### src/design/fked_pkg.sv
// ----------------------------------------------------------------------------
// fked_pkg
// Shared types and constants for the function-key escape decoder.
// ----------------------------------------------------------------------------
`timescale 1ns / 1ps

package fked_pkg;

    // Character codes
    localparam logic [7:0] ESC_CODE     = 8'd27;
    localparam logic [7:0] OPEN_BRACKET = 8'h5B;
    localparam logic [7:0] LETTER_FIRST = 8'h41;
    localparam logic [7:0] LETTER_LAST  = 8'h45;
    localparam logic [7:0] FKEY_BASE    = 8'h81;

    // Item command codes
    localparam logic CMD_BYTE = 1'b0;
    localparam logic CMD_TICK = 1'b1;

    // Configuration
    localparam int          GAP_W         = 16;
    localparam logic [15:0] GAP_TICKS_RST = 16'd10;
    localparam int          CFG_ADDR_W    = 2;
    localparam logic [1:0]  REG_GAP_TICKS = 2'd0;

    // Job queue between front and back
    localparam int JOB_FIFO_DEPTH = 4;

    // Held bracket count after ESC, 0..2
    localparam int DEPTH_W = 2;

    // One job: ESC first if set, then the held brackets, then the tail byte
    typedef struct packed {
        logic               esc;
        logic [DEPTH_W-1:0] brackets;
        logic               tail_valid;
        logic [7:0]         tail_code;
        logic               tail_fk;
    } t_job;

endpackage

### src/design/fked_front.sv
// ----------------------------------------------------------------------------
// fked_front
// Accepts keyboard bytes and ticks, tracks the escape-sequence state and
// turns each item that gives results into one job.
// ----------------------------------------------------------------------------
`timescale 1ns / 1ps

module fked_front (
    input  logic                       i_clk,
    input  logic                       i_rst_n,
    input  logic                       i_accept,
    input  logic                       i_cmd,
    input  logic [7:0]                 i_data_byte,
    input  logic [fked_pkg::GAP_W-1:0] i_gap_ticks,
    output logic                       o_push,
    output fked_pkg::t_job             o_job
);
    import fked_pkg::*;

    logic               r_in_seq, n_in_seq;
    logic [DEPTH_W-1:0] r_depth,  n_depth;
    logic [GAP_W-1:0]   r_gap,    n_gap;
    logic [GAP_W:0]     gap_inc;
    logic               is_letter;

    assign gap_inc   = {1'b0, r_gap} + {{GAP_W{1'b0}}, 1'b1};
    assign is_letter = (i_data_byte >= LETTER_FIRST) && (i_data_byte <= LETTER_LAST);

    // Classify the item and build its job
    always_comb begin
        n_in_seq = r_in_seq;
        n_depth  = r_depth;
        n_gap    = r_gap;
        o_push   = 1'b0;
        o_job    = '0;
        if (i_accept) begin
            if (i_cmd == CMD_TICK) begin
                if (r_in_seq) begin
                    if (gap_inc >= {1'b0, i_gap_ticks}) begin
                        // gap expired: flush ESC and held brackets
                        o_push         = 1'b1;
                        o_job.esc      = 1'b1;
                        o_job.brackets = r_depth;
                        n_in_seq       = 1'b0;
                        n_depth        = '0;
                        n_gap          = '0;
                    end else begin
                        n_gap = gap_inc[GAP_W-1:0];
                    end
                end
            end else if (!r_in_seq) begin
                if (i_data_byte == ESC_CODE) begin
                    n_in_seq = 1'b1;
                    n_depth  = '0;
                    n_gap    = '0;
                end else begin
                    o_push           = 1'b1;
                    o_job.tail_valid = 1'b1;
                    o_job.tail_code  = i_data_byte;
                end
            end else if (r_depth < DEPTH_W'(2) && i_data_byte == OPEN_BRACKET) begin
                n_depth = r_depth + DEPTH_W'(1);
                n_gap   = '0;
            end else if (r_depth == DEPTH_W'(2) && is_letter) begin
                // complete sequence: emit the function key
                o_push           = 1'b1;
                o_job.tail_valid = 1'b1;
                o_job.tail_code  = FKEY_BASE + (i_data_byte - LETTER_FIRST);
                o_job.tail_fk    = 1'b1;
                n_in_seq         = 1'b0;
                n_depth          = '0;
                n_gap            = '0;
            end else begin
                // mismatch: replay ESC, brackets and the byte itself
                o_push           = 1'b1;
                o_job.esc        = 1'b1;
                o_job.brackets   = r_depth;
                o_job.tail_valid = 1'b1;
                o_job.tail_code  = i_data_byte;
                n_in_seq         = 1'b0;
                n_depth          = '0;
                n_gap            = '0;
            end
        end
    end

    // Hold sequence state
    always_ff @(posedge i_clk) begin
        if (!i_rst_n) begin
            r_in_seq <= 1'b0;
            r_depth  <= '0;
            r_gap    <= '0;
        end else begin
            r_in_seq <= n_in_seq;
            r_depth  <= n_depth;
            r_gap    <= n_gap;
        end
    end

endmodule

### src/design/fked_fifo.sv
// ----------------------------------------------------------------------------
// fked_fifo
// Short job queue that decouples the front from the back.
// ----------------------------------------------------------------------------
`timescale 1ns / 1ps

module fked_fifo #(
    parameter int DEPTH = fked_pkg::JOB_FIFO_DEPTH
) (
    input  logic           i_clk,
    input  logic           i_rst_n,
    input  logic           i_push,
    input  fked_pkg::t_job i_job,
    input  logic           i_pop,
    output logic           o_full,
    output logic           o_empty,
    output fked_pkg::t_job o_head
);
    import fked_pkg::*;

    localparam int PTR_W = (DEPTH > 1) ? $clog2(DEPTH) : 1;
    localparam int CNT_W = $clog2(DEPTH + 1);

    t_job             r_mem [DEPTH];
    logic [PTR_W-1:0] r_wr_ptr, n_wr_ptr;
    logic [PTR_W-1:0] r_rd_ptr, n_rd_ptr;
    logic [CNT_W-1:0] r_count,  n_count;
    logic             do_push, do_pop;

    assign o_full  = (r_count == CNT_W'(DEPTH));
    assign o_empty = (r_count == '0);
    assign o_head  = r_mem[r_rd_ptr];
    assign do_push = i_push && !o_full;
    assign do_pop  = i_pop && !o_empty;

    // Advance pointers with wrap
    always_comb begin
        n_wr_ptr = r_wr_ptr;
        n_rd_ptr = r_rd_ptr;
        n_count  = r_count;
        if (do_push) begin
            n_wr_ptr = (r_wr_ptr == PTR_W'(DEPTH - 1)) ? '0 : r_wr_ptr + PTR_W'(1);
        end
        if (do_pop) begin
            n_rd_ptr = (r_rd_ptr == PTR_W'(DEPTH - 1)) ? '0 : r_rd_ptr + PTR_W'(1);
        end
        if (do_push && !do_pop) begin
            n_count = r_count + CNT_W'(1);
        end else if (do_pop && !do_push) begin
            n_count = r_count - CNT_W'(1);
        end
    end

    always_ff @(posedge i_clk) begin
        if (!i_rst_n) begin
            r_wr_ptr <= '0;
            r_rd_ptr <= '0;
            r_count  <= '0;
        end else begin
            r_wr_ptr <= n_wr_ptr;
            r_rd_ptr <= n_rd_ptr;
            r_count  <= n_count;
        end
    end

    // Store job
    always_ff @(posedge i_clk) begin
        if (do_push) begin
            r_mem[r_wr_ptr] <= i_job;
        end
    end

endmodule

### src/design/fked_back.sv
// ----------------------------------------------------------------------------
// fked_back
// Expands each queued job into its results, one per cycle while the output
// is not stalled, into an output register.
// ----------------------------------------------------------------------------
`timescale 1ns / 1ps

module fked_back (
    input  logic           i_clk,
    input  logic           i_rst_n,
    input  logic           i_empty,
    input  fked_pkg::t_job i_head,
    output logic           o_pop,
    input  logic           i_stall,
    output logic           o_valid,
    output logic [7:0]     o_key_code,
    output logic           o_is_function_key,
    output logic           o_last
);
    import fked_pkg::*;

    logic       r_busy, n_busy;
    t_job       r_cur,  n_cur;
    t_job       src, rest;
    logic       src_valid, slot_free, emit, more;
    logic       r_ovalid, n_ovalid;
    logic [7:0] r_code, e_code;
    logic       r_fk, e_fk;
    logic       r_last;

    // Work on the partly sent job first, else on the queue head
    assign src       = r_busy ? r_cur : i_head;
    assign src_valid = r_busy || !i_empty;
    assign slot_free = !r_ovalid || !i_stall;
    assign emit      = src_valid && slot_free;

    // Pick the next result and what remains of the job
    always_comb begin
        rest   = src;
        e_fk   = 1'b0;
        if (src.esc) begin
            e_code   = ESC_CODE;
            rest.esc = 1'b0;
        end else if (src.brackets != '0) begin
            e_code        = OPEN_BRACKET;
            rest.brackets = src.brackets - DEPTH_W'(1);
        end else begin
            e_code          = src.tail_code;
            e_fk            = src.tail_fk;
            rest.tail_valid = 1'b0;
        end
        more = rest.esc || (rest.brackets != '0) || rest.tail_valid;
    end

    assign o_pop = emit && !r_busy;

    always_comb begin
        n_busy   = r_busy;
        n_cur    = r_cur;
        n_ovalid = r_ovalid;
        if (emit) begin
            n_busy   = more;
            n_cur    = rest;
            n_ovalid = 1'b1;
        end else if (slot_free) begin
            n_ovalid = 1'b0;
        end
    end

    always_ff @(posedge i_clk) begin
        if (!i_rst_n) begin
            r_busy   <= 1'b0;
            r_ovalid <= 1'b0;
        end else begin
            r_busy   <= n_busy;
            r_ovalid <= n_ovalid;
        end
    end

    // Load payload of the output register
    always_ff @(posedge i_clk) begin
        r_cur <= n_cur;
        if (emit) begin
            r_code <= e_code;
            r_fk   <= e_fk;
            r_last <= !more;
        end
    end

    assign o_valid           = r_ovalid;
    assign o_key_code        = r_code;
    assign o_is_function_key = r_fk;
    assign o_last            = r_last;

endmodule

### src/design/function_key_escape_decoder.sv
// ----------------------------------------------------------------------------
// function_key_escape_decoder
// Decodes ESC [ [ A..E into function-key codes 0x81..0x85 and passes or
// replays all other bytes.
//
//   channel   direction  handshake          payload
//   input     in         i_valid / o_stall  i_cmd, i_data_byte
//   result    out        o_valid / i_stall  o_key_code, o_is_function_key, o_last
//   config    in         APB psel/penable   paddr, pwdata, prdata (gap_ticks)
//
// The front takes one transaction per cycle while the job queue has room.
// The back sends one result per cycle while the output is not stalled; an
// item gives one to four results (ESC, up to two brackets, one byte).
// Held bytes and ticks that do not expire the gap give no job.
// Reset is synchronous; gap_ticks resets to 10. A stalled output holds
// its result while the front keeps filling the queue.
// ----------------------------------------------------------------------------
`timescale 1ns / 1ps

module function_key_escape_decoder #(
    parameter int FIFO_DEPTH = fked_pkg::JOB_FIFO_DEPTH
) (
    input  logic                            i_clk,
    input  logic                            i_rst_n,
    input  logic                            i_valid,
    output logic                            o_stall,
    input  logic                            i_cmd,
    input  logic [7:0]                      i_data_byte,
    output logic                            o_valid,
    input  logic                            i_stall,
    output logic [7:0]                      o_key_code,
    output logic                            o_is_function_key,
    output logic                            o_last,
    input  logic                            psel,
    input  logic                            penable,
    input  logic                            pwrite,
    input  logic [fked_pkg::CFG_ADDR_W-1:0] paddr,
    input  logic [31:0]                     pwdata,
    output logic [31:0]                     prdata,
    output logic                            pready
);
    import fked_pkg::*;

    logic [GAP_W-1:0] r_gap_ticks;
    logic             cfg_wr, accept;
    logic             push, pop, full, empty;
    t_job             job, head;

    // Configuration register
    assign pready = 1'b1;
    assign cfg_wr = psel && penable && pwrite && pready && (paddr == REG_GAP_TICKS);

    always_ff @(posedge i_clk) begin
        if (!i_rst_n) begin
            r_gap_ticks <= GAP_TICKS_RST;
        end else if (cfg_wr) begin
            r_gap_ticks <= pwdata[GAP_W-1:0];
        end
    end

    always_comb begin
        prdata = '0;
        if (paddr == REG_GAP_TICKS) begin
            prdata = {{(32-GAP_W){1'b0}}, r_gap_ticks};
        end
    end

    // Input handshake
    assign o_stall = full;
    assign accept  = i_valid && !o_stall;

    fked_front u_front (
        .i_clk       (i_clk),
        .i_rst_n     (i_rst_n),
        .i_accept    (accept),
        .i_cmd       (i_cmd),
        .i_data_byte (i_data_byte),
        .i_gap_ticks (r_gap_ticks),
        .o_push      (push),
        .o_job       (job)
    );

    fked_fifo #(
        .DEPTH (FIFO_DEPTH)
    ) u_fifo (
        .i_clk   (i_clk),
        .i_rst_n (i_rst_n),
        .i_push  (push),
        .i_job   (job),
        .i_pop   (pop),
        .o_full  (full),
        .o_empty (empty),
        .o_head  (head)
    );

    fked_back u_back (
        .i_clk             (i_clk),
        .i_rst_n           (i_rst_n),
        .i_empty           (empty),
        .i_head            (head),
        .o_pop             (pop),
        .i_stall           (i_stall),
        .o_valid           (o_valid),
        .o_key_code        (o_key_code),
        .o_is_function_key (o_is_function_key),
        .o_last            (o_last)
    );

endmodule
### config.mk
export PLATFORM = sky130hd
export DESIGN_NAME = function_key_escape_decoder
export DESIGN_NICKNAME = d
export VERILOG_FILES = /design/src/design/fked_pkg.sv /design/src/design/fked_front.sv /design/src/design/fked_fifo.sv /design/src/design/fked_back.sv /design/src/design/function_key_escape_decoder.sv
export SDC_FILE = /design/constraint.sdc
export NUM_CORES = 1
export LEC_CHECK = 0
export ABC_AREA = 1
export BUFFER_PORTS_ARGS = -buffer_cell sky130_fd_sc_hd__clkbuf_2
export CAP_MARGIN = 20
export CORE_AREA = 4 4 123 125
export DETAILED_ROUTE_END_ITERATION = 16
export DIE_AREA = 0 0 127 129
export PLACE_DENSITY_LB_ADDON = 0.3
export SETUP_SLACK_MARGIN = 0.15
export SLEW_MARGIN = 20
export SYNTH_ARGS = -nofsm -noshare
export SYNTH_HDL_FRONTEND = slang
export SYNTH_SLANG_ARGS = --single-unit
### constraint.sdc
create_clock -name i_clk -period 7.61 [get_ports i_clk]
set_input_delay 0.761 -clock i_clk [delete_from_list [all_inputs] [get_ports i_clk]]
set_output_delay 0.761 -clock i_clk [all_outputs]
set_load 0.03 [all_outputs]
==> results.sh <==
export IMPL_cap_violations=0
export IMPL_cts_root_buffer="clkbuf_16"
export IMPL_first_pass_iters=6
export IMPL_nets=799
export IMPL_cts_buffer_depth=2
export IMPL_switching_share_pct=31.4
export IMPL_netlist_area_sq_um=5890
export IMPL_tightest_slew_ps=927
export IMPL_rows=43
export IMPL_numPlacedInstances=883
export IMPL_crit_path_max_fanout=9
export IMPL_skew_ps=7.40
export IMPL_power_density_nw_per_um2=325
export IMPL_clk_pin_slew_worst_paths_ps=50
export IMPL_max_stage_delay_ps=400
export IMPL_setup_worst_path_start="u_front.r_gap[0]$_SDFFE_PN0P_"
export IMPL_dp_hpwl_mm=8.64
export IMPL_core_area_sq_um=13900
export IMPL_overflow=0
export IMPL_dpl_instance_area_sq_um=6290
export IMPL_avgSynthCellArea_sq_um=8.92
export IMPL_routed_wl_mm=12.3
export IMPL_drt_drc_violations_left=0
export IMPL_pwr_share_comb_pct=22.4
export IMPL_syn_inst=660
export IMPL_async_flop_share_pct=0
export IMPL_ys_warn_count=0
export IMPL_ir_drop_mv=0.160
export IMPL_antenna_found_initial=0
export IMPL_required_ps=7900
export IMPL_die_h_um=129
export IMPL_htreeDepth=4
export IMPL_gp_congestion=0.839
export IMPL_fin_crit_sh_pct=54.0
export IMPL_rr_startpoint="u_front.r_gap[0]$_SDFFE_PN0P_"
export IMPL_dieArea_sq_um=16400
export IMPL_hold_path_class="reg2reg"
export IMPL_ant_nets=0
export IMPL_cp_cell_sequence="nand3_1, nor2_1, nand3_1, nor2_1, nand2_1, nor2_1, xnor2_1, inv_1, ha_1, nand2_1, nor2_1, nand2_1, nor3_1, nand2_1, nand3_4, nand4_2, inv_1, ha_1, inv_1, fa_1, a21oi_1, o21ai_0, o21ai_0, a21oi_1"
export IMPL_slew_violations=0
export IMPL_worstSetupStartpointType="flip-flop"
export IMPL_yosysTopAreaCell="edfxtp_1"
export IMPL_p_int_mw=1.55
export IMPL_fmax_ghz=0.243
export IMPL_chipWidth_um=127
export IMPL_hp_start="r_gap_ticks[0]$_SDFFE_PN0P_"
export IMPL_drt_vias_per_instance=4.89
export IMPL_cts_repair_resized=0
export IMPL_power_switching_uw=706
export IMPL_postCtsSetupBuffers=0
export IMPL_setup_viol=0
export IMPL_diodes=0
export IMPL_drt_initial_drc_count=310
export IMPL_grt_max_degree=30
export IMPL_cts_tree="yes"
export IMPL_synthFlopType="edfxtp_1"
export IMPL_ys_ff_latch=120
export IMPL_yosysTopAreaCellShare_pct=37.7
export IMPL_synth_cell_types=40
export IMPL_power_frac_seq_pct=39.7
export IMPL_cp_end_kind="flip-flop"
export IMPL_boundaryPins=95
export IMPL_leakagePower_nw=2.99
export IMPL_status="completed"
export IMPL_dpl_worst_slack_ps=3550
export IMPL_timing_worst_setup_path_type="reg2reg"
export IMPL_total_power_mw=2.25
export IMPL_cpMaxStageDelayCell="dfxtp_1"
export IMPL_finalHoldViolations=0
export IMPL_numPortBuffers=61
export IMPL_finalNonFillerCells=914
export IMPL_fin_crit_ps=4110
export IMPL_cts_sinks=120
export IMPL_final_area_sq_um=6930
export IMPL_grt_setup_unrepaired="no"
export IMPL_tns_ps=0
export IMPL_slew_headroom_pct=38.0
export IMPL_cts_hold_fix_buffers=0
export IMPL_fin_ws_ps=3500
export IMPL_start_util_pct=42.4
export IMPL_area_growth_pct=17.6
export IMPL_r2r_slack_ps=3500
export IMPL_synthTopCellsByArea="edfxtp_1, dfxtp_1, nand2_1, nor2_1, ha_1"
export IMPL_ys_seq_area_share_pct=53.4
export IMPL_grt_use_total_pct=15.8
export IMPL_drive_gt1_share_pct=14.6
export IMPL_grt_pass1_wl_mm=20.5
export IMPL_grt_pass1_vias=4412
export IMPL_cp_arrival_ps=4400
export IMPL_cts_buffers=17
export IMPL_vias=4471
export IMPL_clkPwrFrac_pct=38.0
export IMPL_insertion_delay_ps=410
export IMPL_wl_per_cell_um=13.5
export IMPL_synth_edff_count=74
## cells in the final DEF (no fill, tap or decap), drive strengths merged, types with 15 or more instances in the layout
cell type	instances
nand2	125
nor2	103
clkbuf	79
inv	76
edfxtp	74
o21ai	56
dfxtp	46
a21oi	46
ha	26
conb	17
nand3	15
## registers in the layout (all words and copies together) (netlist names), named ones only
signal / count
u_back.r_cur: 12
u_front.r_in_seq: 1
u_fifo.r_rd_ptr: 2
u_fifo.r_mem: 52
u_back.r_busy: 1
u_front.r_depth: 2
u_fifo.r_count: 3
u_back.o_is_function_key: 1
u_fifo.r_wr_ptr: 2
u_front.r_gap: 16
u_back.o_valid: 1
r_gap_ticks: 16
u_back.o_last: 1
u_back.o_key_code: 8
## worst max-delay path, delay by kind of cell, from the launching register on
family,cells,cell delay (ps)
simple gates,13,1940
flops,1,400
compound gates,4,460
fa+ha+maj,3,800
buf+inv,3,270
xor+xnor,1,130
## cells in the mapped netlist, drive strengths merged, types with 12 or more instances
cell / count
o22ai: 12
nand3: 15
nand2: 125
dfxtp: 46
a21oi: 46
edfxtp: 74
ha: 26
nor2: 103
inv: 75
clkbuf: 17
o21ai: 56
buf: 20
## final cells by class
class | instances | area [sq um]
Inverter | 76 | 285
Timing Repair Buffer | 65 | 335
Clock inverter | 13 | 203
Sequential cell | 120 | 3140
Fill cell | 1302 | 6960
Tap cell | 180 | 225
Clock buffer | 18 | 429
Multi-Input combinational cell | 442 | 2300
## final timing paths
kind                                     to  cells after the start
max          u_fifo.r_count[2]$_SDFFE_PN0P_                     24
min             r_gap_ticks[0]$_SDFFE_PN0P_                      2
max reg2reg  u_fifo.r_count[2]$_SDFFE_PN0P_                     24
min reg2reg     r_gap_ticks[0]$_SDFFE_PN0P_                      2
## per-layer routing
metal  global-route usage, %  share of wire [%]
met5                       0                  0
met4                    5.68               0.86
met3                    4.48                5.3
met2                    27.9                 51
met1                    18.4                 43
## kinds of logic (layout without fill, tap and decap cells)
kind of cell | after synthesis | after routing | share of synthesized area [%]
DFF | 120 | 120 | 53.4
and+or+nand+nor | 262 | 262 | 19.0
muxes | 1 | 1 | 0.234
buffers and inverters | 113 | 172 | 8.46
xor gates and xnor gates | 14 | 14 | 2.08
adders and majority gates | 27 | 27 | 5.86
other | 2 | 17 | 0.128
AOI/OAI and AO/OA | 121 | 121 | 10.9
## per-stage QoR
stage	hold WS (ps)	util [%]
global route	519	49.9
detailed placement	471	45.3
floorplan	449	-
global placement	477	45.3
finish	475	49.9
CTS	481	49.9
## power groups by stage
stage	Combinational [mW]	Clock (mW)	Sequential, mW
2_1_floorplan	0.352	0	0.920
4_1_cts	0.508	0.868	0.897
3_3_place_gp	0.482	0	0.905
5_1_grt	0.574	0.897	0.911
3_5_place_dp	0.502	0	0.910
6_report	0.503	0.855	0.893
(Power assumes the default switching activity.)
